**config.mk**
```make
export PLATFORM = sky130hd
export DESIGN_NAME = arith_expression_lexer_top
export DESIGN_NICKNAME = d
export VERILOG_FILES = /design/src/hw/rtl/ael_pkg.sv /design/src/hw/rtl/ael_front.sv /design/src/hw/rtl/ael_queue.sv /design/src/hw/rtl/ael_back.sv /design/src/hw/rtl/arith_expression_lexer_top.sv
export VERILOG_INCLUDE_DIRS = /design/src /design/src/hw/rtl
export SDC_FILE = /design/constraint.sdc
export NUM_CORES = 1
export LEC_CHECK = 0
export BUFFER_PORTS_ARGS = -buffer_cell sky130_fd_sc_hd__buf_4
export CORE_ASPECT_RATIO = 0.6
export CORE_MARGIN = 10
export CORE_UTILIZATION = 45
export CTS_BUF_LIST = sky130_fd_sc_hd__clkbuf_8
export CTS_CLUSTER_SIZE = 24
export DETAILED_ROUTE_END_ITERATION = 12
export GPL_ROUTABILITY_DRIVEN = 0
export PLACE_DENSITY = 0.58
export SYNTH_ARGS = -nofsm -noshare
export SYNTH_HDL_FRONTEND = slang
export SYNTH_SLANG_ARGS = --single-unit
```
**constraint.sdc**
```tcl
create_clock -name clk -period 5 [get_ports clk]
set_clock_uncertainty 0.2 [all_clocks]
set_input_delay 0.5 -clock clk [delete_from_list [all_inputs] [get_ports clk]]
set_output_delay 0.5 -clock clk [all_outputs]
set_load 0.01 [all_outputs]
```
**src/hw/rtl/assert_macros.svh**
```systemverilog
// ----------------------------------------------------------------------------
// Assertion macros
// Concurrent assertion wrappers, empty in synthesis builds.
// ----------------------------------------------------------------------------
`ifndef ASSERT_MACROS_SVH
`define ASSERT_MACROS_SVH
`ifndef SYNTHESIS
`define ASSERT_IMPLY(label, clk, rst_n, ante, cons) \
    label: assert property (@(posedge clk) disable iff (!rst_n) (ante) |-> (cons)) \
        else $error("same-cycle implication violated");
`define ASSERT_NEXT(label, clk, rst_n, ante, cons) \
    label: assert property (@(posedge clk) disable iff (!rst_n) (ante) |=> (cons)) \
        else $error("next-cycle implication violated");
`else
`define ASSERT_IMPLY(label, clk, rst_n, ante, cons)
`define ASSERT_NEXT(label, clk, rst_n, ante, cons)
`endif
`endif

```
**src/hw/rtl/ael_pkg.sv**
```systemverilog
// ----------------------------------------------------------------------------
// ael_pkg
// Shared types and constants of the arithmetic expression lexer.
// ----------------------------------------------------------------------------
package ael_pkg;

    localparam int MAX_TEXT_LEN = 65536;
    localparam logic [15:0] POS_LIMIT = ((MAX_TEXT_LEN - 1) > 65535) ?
        16'hFFFF : 16'(MAX_TEXT_LEN - 1);
    localparam logic [15:0] LEN_LIMIT = 16'hFFFF;

    // Token queue; depth must be a power of two (pointers wrap naturally)
    localparam int QUEUE_DEPTH = 4;
    localparam int QUEUE_AW    = $clog2(QUEUE_DEPTH);
    localparam int QUEUE_CW    = $clog2(QUEUE_DEPTH + 1);

    localparam logic [7:0] CH_NUL   = 8'h00;
    localparam logic [7:0] CH_TAB   = 8'h09;
    localparam logic [7:0] CH_CR    = 8'h0D;
    localparam logic [7:0] CH_SPACE = 8'h20;
    localparam logic [7:0] CH_LPAR  = 8'h28;
    localparam logic [7:0] CH_RPAR  = 8'h29;
    localparam logic [7:0] CH_STAR  = 8'h2A;
    localparam logic [7:0] CH_PLUS  = 8'h2B;
    localparam logic [7:0] CH_MINUS = 8'h2D;
    localparam logic [7:0] CH_POINT = 8'h2E;
    localparam logic [7:0] CH_SLASH = 8'h2F;
    localparam logic [7:0] CH_ZERO  = 8'h30;
    localparam logic [7:0] CH_NINE  = 8'h39;

    typedef enum logic [1:0] {
        KIND_OP      = 2'd0,
        KIND_BRACKET = 2'd1,
        KIND_NUMBER  = 2'd2,
        KIND_ERROR   = 2'd3
    } kind_t;

    typedef struct packed {
        kind_t       kind;
        logic [15:0] start;
        logic [15:0] length;
        logic [7:0]  first;
        logic        last;
    } token_t;

endpackage

```
**src/hw/rtl/ael_front.sv**
```systemverilog
// ----------------------------------------------------------------------------
// ael_front
// Scanner: classifies each byte, tracks the pending number, writes tokens.
// ----------------------------------------------------------------------------
`include "assert_macros.svh"

module ael_front
(
    input  logic                  clk,
    input  logic                  rst_n,
    input  logic                  push,
    input  logic [7:0]            text_byte,
    output logic                  full,
    input  logic                  q_full,
    output logic                  q_wr_en,
    output ael_pkg::token_t       q_wr_data
);

    typedef enum logic [1:0] {
        MODE_IDLE = 2'd0,
        MODE_INT  = 2'd1,
        MODE_FRAC = 2'd2,
        MODE_HALT = 2'd3
    } mode_t;

    mode_t           mode_reg, mode_next;
    logic [15:0]     pos_reg, pos_next;
    logic [15:0]     nstart_reg, nstart_next;
    logic [15:0]     nlen_reg, nlen_next;
    logic [7:0]      nfirst_reg, nfirst_next;
    logic            pend_valid_reg, pend_valid_next;
    ael_pkg::token_t pend_tok_reg, pend_tok_next;

    logic            accept;
    logic            is_digit, is_space, is_op, is_brk, in_number;
    logic            num_emit, cls_emit, two_tok;
    logic [15:0]     pos_inc, len_inc;
    ael_pkg::token_t num_tok, cls_tok, first_tok;

    assign full   = pend_valid_reg || q_full;
    assign accept = push && !full;

    assign is_digit  = (text_byte >= ael_pkg::CH_ZERO) && (text_byte <= ael_pkg::CH_NINE);
    assign is_space  = (text_byte == ael_pkg::CH_SPACE) ||
                       ((text_byte >= ael_pkg::CH_TAB) && (text_byte <= ael_pkg::CH_CR));
    assign is_op     = (text_byte == ael_pkg::CH_PLUS) || (text_byte == ael_pkg::CH_MINUS) ||
                       (text_byte == ael_pkg::CH_STAR) || (text_byte == ael_pkg::CH_SLASH);
    assign is_brk    = (text_byte == ael_pkg::CH_LPAR) || (text_byte == ael_pkg::CH_RPAR);
    assign in_number = (mode_reg == MODE_INT) || (mode_reg == MODE_FRAC);

    assign pos_inc = (pos_reg < ael_pkg::POS_LIMIT) ? pos_reg + 16'd1 : pos_reg;
    assign len_inc = (nlen_reg != ael_pkg::LEN_LIMIT) ? nlen_reg + 16'd1 : nlen_reg;

    always_comb
    begin
        mode_next   = mode_reg;
        pos_next    = pos_reg;
        nstart_next = nstart_reg;
        nlen_next   = nlen_reg;
        nfirst_next = nfirst_reg;
        num_emit    = 1'b0;
        cls_emit    = 1'b0;

        num_tok.kind   = ael_pkg::KIND_NUMBER;
        num_tok.start  = nstart_reg;
        num_tok.length = nlen_reg;
        num_tok.first  = nfirst_reg;
        num_tok.last   = 1'b1;

        cls_tok.kind   = ael_pkg::KIND_ERROR;
        cls_tok.start  = pos_reg;
        cls_tok.length = 16'd1;
        cls_tok.first  = text_byte;
        cls_tok.last   = 1'b1;

        if (text_byte == ael_pkg::CH_NUL)
        begin
            // End of text: flush the number and restart at offset zero
            num_emit    = in_number;
            mode_next   = MODE_IDLE;
            pos_next    = 16'd0;
            nstart_next = 16'd0;
            nlen_next   = 16'd0;
            nfirst_next = 8'd0;
        end
        else if (mode_reg == MODE_HALT)
        begin
            // Drop everything until end of text
        end
        else if (in_number && is_digit)
        begin
            nlen_next = len_inc;
            pos_next  = pos_inc;
        end
        else if ((mode_reg == MODE_INT) && (text_byte == ael_pkg::CH_POINT))
        begin
            nlen_next = len_inc;
            mode_next = MODE_FRAC;
            pos_next  = pos_inc;
        end
        else
        begin
            num_emit  = in_number;
            mode_next = MODE_IDLE;
            pos_next  = pos_inc;
            if (is_space)
            begin
            end
            else if (is_op)
            begin
                cls_emit     = 1'b1;
                cls_tok.kind = ael_pkg::KIND_OP;
            end
            else if (is_brk)
            begin
                cls_emit     = 1'b1;
                cls_tok.kind = ael_pkg::KIND_BRACKET;
            end
            else if (is_digit)
            begin
                mode_next   = MODE_INT;
                nstart_next = pos_reg;
                nlen_next   = 16'd1;
                nfirst_next = text_byte;
            end
            else
            begin
                cls_emit  = 1'b1;
                mode_next = MODE_HALT;
            end
        end

        two_tok = num_emit && cls_emit;
        if (num_emit)
        begin
            first_tok      = num_tok;
            first_tok.last = !cls_emit;
        end
        else
        begin
            first_tok = cls_tok;
        end

        // Held second token goes out first; input is blocked meanwhile
        if (pend_valid_reg)
        begin
            q_wr_en   = !q_full;
            q_wr_data = pend_tok_reg;
        end
        else
        begin
            q_wr_en   = accept && (num_emit || cls_emit);
            q_wr_data = first_tok;
        end

        pend_valid_next = pend_valid_reg;
        pend_tok_next   = pend_tok_reg;
        if (pend_valid_reg && !q_full)
        begin
            pend_valid_next = 1'b0;
        end
        else if (accept && two_tok)
        begin
            pend_valid_next = 1'b1;
            pend_tok_next   = cls_tok;
        end
    end

    always_ff @(posedge clk or negedge rst_n)
    begin
        if (!rst_n)
        begin
            mode_reg       <= MODE_IDLE;
            pos_reg        <= 16'd0;
            nstart_reg     <= 16'd0;
            nlen_reg       <= 16'd0;
            nfirst_reg     <= 8'd0;
            pend_valid_reg <= 1'b0;
        end
        else
        begin
            if (accept)
            begin
                mode_reg   <= mode_next;
                pos_reg    <= pos_next;
                nstart_reg <= nstart_next;
                nlen_reg   <= nlen_next;
                nfirst_reg <= nfirst_next;
            end
            pend_valid_reg <= pend_valid_next;
        end
    end

    always_ff @(posedge clk)
    begin
        pend_tok_reg <= pend_tok_next;
    end

    `ASSERT_NEXT(a_two_tok_held, clk, rst_n, accept && two_tok, pend_valid_reg && pend_tok_reg.last)
    `ASSERT_NEXT(a_halt_holds_pos, clk, rst_n, accept && (mode_reg == MODE_HALT) && (text_byte != ael_pkg::CH_NUL), $stable(pos_reg) && (mode_reg == MODE_HALT))

endmodule

```
**src/hw/rtl/ael_queue.sv**
```systemverilog
// ----------------------------------------------------------------------------
// ael_queue
// Small token FIFO between scanner and output stage.
// ----------------------------------------------------------------------------
`include "assert_macros.svh"

module ael_queue
(
    input  logic            clk,
    input  logic            rst_n,
    input  logic            wr_en,
    input  ael_pkg::token_t wr_data,
    output logic            q_full,
    input  logic            rd_en,
    output ael_pkg::token_t rd_data,
    output logic            not_empty
);

    ael_pkg::token_t                  slot_reg [ael_pkg::QUEUE_DEPTH];
    logic [ael_pkg::QUEUE_AW-1:0]     wr_ptr_reg, rd_ptr_reg;
    logic [ael_pkg::QUEUE_CW-1:0]     count_reg, count_next;

    assign q_full    = (count_reg == ael_pkg::QUEUE_CW'(ael_pkg::QUEUE_DEPTH));
    assign not_empty = (count_reg != '0);
    assign rd_data   = slot_reg[rd_ptr_reg];

    always_comb
    begin
        count_next = count_reg;
        if (wr_en && !rd_en)
        begin
            count_next = count_reg + 1'b1;
        end
        else if (!wr_en && rd_en)
        begin
            count_next = count_reg - 1'b1;
        end
    end

    always_ff @(posedge clk or negedge rst_n)
    begin
        if (!rst_n)
        begin
            wr_ptr_reg <= '0;
            rd_ptr_reg <= '0;
            count_reg  <= '0;
        end
        else
        begin
            if (wr_en)
            begin
                wr_ptr_reg <= wr_ptr_reg + 1'b1;
            end
            if (rd_en)
            begin
                rd_ptr_reg <= rd_ptr_reg + 1'b1;
            end
            count_reg <= count_next;
        end
    end

    always_ff @(posedge clk)
    begin
        if (wr_en)
        begin
            slot_reg[wr_ptr_reg] <= wr_data;
        end
    end

    `ASSERT_IMPLY(a_no_overflow, clk, rst_n, wr_en, !q_full)
    `ASSERT_IMPLY(a_no_underflow, clk, rst_n, rd_en, not_empty)

endmodule

```
**src/hw/rtl/ael_back.sv**
```systemverilog
// ----------------------------------------------------------------------------
// ael_back
// Output register: presents the oldest token and retires it on pop.
// ----------------------------------------------------------------------------
module ael_back
(
    input  logic            clk,
    input  logic            rst_n,
    input  logic            not_empty,
    input  ael_pkg::token_t rd_data,
    output logic            rd_en,
    input  logic            pop,
    output logic            empty,
    output ael_pkg::token_t out_tok
);

    logic            out_valid_reg, out_valid_next;
    ael_pkg::token_t out_tok_reg;

    assign empty   = !out_valid_reg;
    assign out_tok = out_tok_reg;
    // Refill if the queue holds a token and the register is free or draining
    assign rd_en   = not_empty && (!out_valid_reg || pop);

    always_comb
    begin
        out_valid_next = out_valid_reg;
        if (rd_en)
        begin
            out_valid_next = 1'b1;
        end
        else if (pop)
        begin
            out_valid_next = 1'b0;
        end
    end

    always_ff @(posedge clk or negedge rst_n)
    begin
        if (!rst_n)
        begin
            out_valid_reg <= 1'b0;
        end
        else
        begin
            out_valid_reg <= out_valid_next;
        end
    end

    always_ff @(posedge clk)
    begin
        if (rd_en)
        begin
            out_tok_reg <= rd_data;
        end
    end

endmodule

```
**src/hw/rtl/arith_expression_lexer_top.sv**
```systemverilog
// Path: a token caused by an accepted byte is written to the queue, then loaded
//   into the output register, which drives the result ports.
// Throughput: one byte per cycle while the queue has room; a byte that closes a
//   number and is itself a token raises full while the scanner writes the second token.
// Reset (rst_n low, asynchronous): scanner idle at offset zero, queue and
//   output register empty.
// ----------------------------------------------------------------------------
// arith_expression_lexer_top
// Streaming tokenizer for arithmetic expressions: bytes in, tokens out.
// ----------------------------------------------------------------------------
module arith_expression_lexer_top
(
    input  logic        clk,
    input  logic        rst_n,
    // Input transaction: push while full is low
    input  logic        push,
    output logic        full,
    input  logic [7:0]  text_byte,
    // Result transaction: pop while empty is low
    output logic        empty,
    input  logic        pop,
    output logic [1:0]  token_kind,
    output logic [15:0] token_start,
    output logic [15:0] token_length,
    output logic [7:0]  first_char,
    output logic        last_of_run
);

    logic            q_wr_en, q_full;
    logic            q_rd_en, q_not_empty;
    ael_pkg::token_t q_wr_data, q_rd_data, out_tok;

    // Front: classify bytes, hold number state, emit at most one token a cycle
    ael_front u_front
    (
        .clk       (clk),
        .rst_n     (rst_n),
        .push      (push),
        .text_byte (text_byte),
        .full      (full),
        .q_full    (q_full),
        .q_wr_en   (q_wr_en),
        .q_wr_data (q_wr_data)
    );

    // Queue: decouple the scanner from result back-pressure
    ael_queue u_queue
    (
        .clk       (clk),
        .rst_n     (rst_n),
        .wr_en     (q_wr_en),
        .wr_data   (q_wr_data),
        .q_full    (q_full),
        .rd_en     (q_rd_en),
        .rd_data   (q_rd_data),
        .not_empty (q_not_empty)
    );

    // Back: registered result, advance on pop
    ael_back u_back
    (
        .clk       (clk),
        .rst_n     (rst_n),
        .not_empty (q_not_empty),
        .rd_data   (q_rd_data),
        .rd_en     (q_rd_en),
        .pop       (pop),
        .empty     (empty),
        .out_tok   (out_tok)
    );

    assign token_kind   = 2'(out_tok.kind);
    assign token_start  = out_tok.start;
    assign token_length = out_tok.length;
    assign first_char   = out_tok.first;
    assign last_of_run  = out_tok.last;

endmodule

```
==> results_dict.tcl <==
set metrics [dict create \
    cp.arrival_ns 3.92 \
    nets 904 \
    antenna_left 0 \
    antenna_found_initial 1 \
    drc_errors 0 \
    overflow 0 \
    wl_um 27570 \
    ff_latch_area_um2 8916 \
    clock-root-buffer "clkbuf_8" \
    grt_max_degree 68 \
    core_area_um2 27640 \
    clock_sinks 308 \
    cts_buffers 47 \
    max_freq_mhz 272.3 \
    synth.area.mux_share 0.1057 \
    via_count 7192 \
    synth_cell_type_count 63 \
    rr_startpoint "u_front.mode_reg[1]" \
    hold_violations 0 \
    final_layout_size_suffix_gt1_frac 0.2085 \
    post-cts-setup-buffers 0 \
    die_area_um2 35410 \
    status "finished, final reports clean" \
    instances_no_fill 1288 \
    antenna_cells 0 \
    synth_compound_area_frac 0.06216 \
    slew_headroom 0.1765 \
    synth_nets 822 \
    yosysSeqAreaShare 0.7051 \
    synthXorXnorAreaFrac 0.004157 \
    worstPathRequired_ns 5.24 \
    clkLatencyLatePin_ns 0.59 \
    post-route-period-util 0.7345 \
    endpoint_kind "register" \
    cp_max_fo 7 \
    startpoint "text_byte[7]" \
    leakagePower_nw 5.213 \
    cts_buffer_depth 3 \
    syn_inst 800 \
    core.rowCount 47 \
    cts_resized 0 \
    grt_pass1_wl_um 43060 \
    port_buffers 56 \
    die_x_um 236.4 \
    top_level_ports 57 \
    utilization 0.5222 \
    postCtsHoldBufs 10 \
    critical_path_class "in -> reg" \
    hold_path.startpoint "push" \
    yosys.area_share.simple 0.09017 \
    ys_warn_count 0 \
    synthAdderAreaFrac 0.01049 \
    first_pass_iters 7 \
    ys.flop_type "edfxtp_1" \
    synthArstFlopShare 0.2175 \
    die_h_um 149.8 \
    startpoint_type "input pin" \
    netlist_area_um2 12640 \
    setup_viol_count_final 0 \
    power_density_nw_per_um2 596.2 \
    wl_per_cell_um 21.40 \
    tns_ns 0 \
    worst-slew-pin-transition_ns 1.235 \
    ys_ff_latch 308 \
    syn_to_final_growth_pct 14.18 \
    drv_cap 0 \
    postSynthAreaPerCell_um2 15.80 \
    cts.clk_slew.worst_paths_ns 0.06 \
    place_inst 1190 \
    fillers 2267 \
    drtIter0Drc 729 \
    finalCriticalPeriod_ns 3.672 \
    avgViaCountPerCell 5.584 \
    hold_path.class "in -> reg" \
    tritoncts "built" \
    synth_top_family_by_area "multiplexers" \
    peakVddDrop_uv 320.9 \
    synth-edff-count 241 \
    cts.htree.levels 2 \
    largest_reg_flops 172 \
    start_util 0.4574 \
    grt_pass1_vias 7272 \
    grt_usage 0.1556 \
    dpl.hpwl_um 17470 \
    multi_input_area_um2 3497 \
    drv_slew 0 \
    grt_setup_unrepaired "false" \
]
layout make-up:
cell class | instances | area share
Sequential cell | 308 | 0.6177
Tap cell | 367 | 0.03181
Clock buffer | 51 | 0.04863
Inverter | 17 | 0.004421
Clock inverter | 37 | 0.01110
Timing Repair Buffer | 78 | 0.04404
Multi-Input combinational cell | 430 | 0.2423
worst max-delay path, stage by stage:
cell and delay, ns:
dlygate4sd3_1 0.54, buf_4 0.16, or3_4 0.41, nor3_4 0.41, nor4b_1 0.11, a31oi_2 0.65
inv_1 0.10, ha_1 0.26, inv_1 0.09, fa_1 0.40, mux2_2 0.27
per-layer routing:
| layer | vias to the layer above | track usage | share of wire |
|---|---|---|---|
| met1 | 3671 | 0.2378 | 0.51 |
| met3 | 40 | 0.03442 | 0.053 |
| met4 | 0 | 0.05075 | 0.014 |
| met2 | 213 | 0.2140 | 0.42 |
| met5 | - | 0 | 0 |
| li1 | 3268 | - | - |
Yosys cell counts (5+ instances only):
master,count,area [µm²]
mux2_2,5,56.30
nor3_1,14,70.07
and2_1,20,125.1
o21ai_0,54,270.3
nor2b_1,6,37.54
o211ai_1,8,60.06
clkbuf_1,24,90.09
nor2_1,13,48.80
buf_4,5,37.54
nand2b_1,9,56.30
and3_1,8,50.05
nand4_1,6,37.54
ha_1,9,112.6
or4_1,11,82.58
mux4_2,43,968.4
dfrtp_1,67,1677
a21oi_1,10,50.05
edfxtp_1,241,7237
a21boi_1,8,60.06
o31ai_1,15,112.6
buf_2,11,55.05
inv_1,17,63.81
mux2i_1,30,300.3
nand3_1,18,90.09
nand2_1,86,322.8
cells by family (layout without fill, tap and decap cells):
logic type	count (synthesis)	count (layout)
flops	308	308
simple gates	215	215
compound gates	120	120
mux	79	79
buf+inv	62	183
fa+ha+maj	10	10
xor+xnor	6	6
report_power, final:
group | switching [mW] | internal, mW
Combinational | 1.42 | 1.06
Clock | 0.960 | 0.946
Sequential | 0.399 | 3.82
per-stage QoR:
stage / total power, mW / hold slack (ns) / cell area, µm² / worst slack, ns
after global routing: 9.083 / 0.2640 / 14430 / 1.224
after global placement: 6.713 / 0.2616 / 13470 / 1.382
after floorplan: 5.740 / 0.004409 / 12640 / 0.7424
final: 8.605 / 0.2678 / 14430 / 1.328
after CTS: 8.729 / 0.2215 / 14430 / 1.367
after detailed placement: 6.794 / 0.2698 / 13470 / 1.328
final timing paths:
check,endpoint,slack (ns),cells past startpoint
max,u_queue.count_reg[1],1.33,11
min,u_front.pend_valid_reg,0.27,4
max reg2reg,u_queue.count_reg[1],1.64,11
min reg2reg,u_front.nstart_reg[14],0.28,2
max in group asynchronous,u_queue.rd_ptr_reg[1],3.52,2
min in group asynchronous,u_front.nlen_reg[9],0.41,2
cell usage in the layout, fill, tap and decap left out, types with 9 or more instances in the layout:
master	instances
mux2i_1	30
edfxtp_1	241
o21ai_0	54
ha_1	9
nand2b_1	9
mux4_2	43
dlygate4sd3_1	10
nor2_1	13
nor3_1	14
and2_1	20
dfrtp_1	65
clkbuf_8	51
inv_1	39
or4_1	11
buf_4	66
clkinv_1	10
a21oi_1	9
nand2_1	86
o31ai_1	15
nand3_1	18
(Power assumes the default switching activity.)
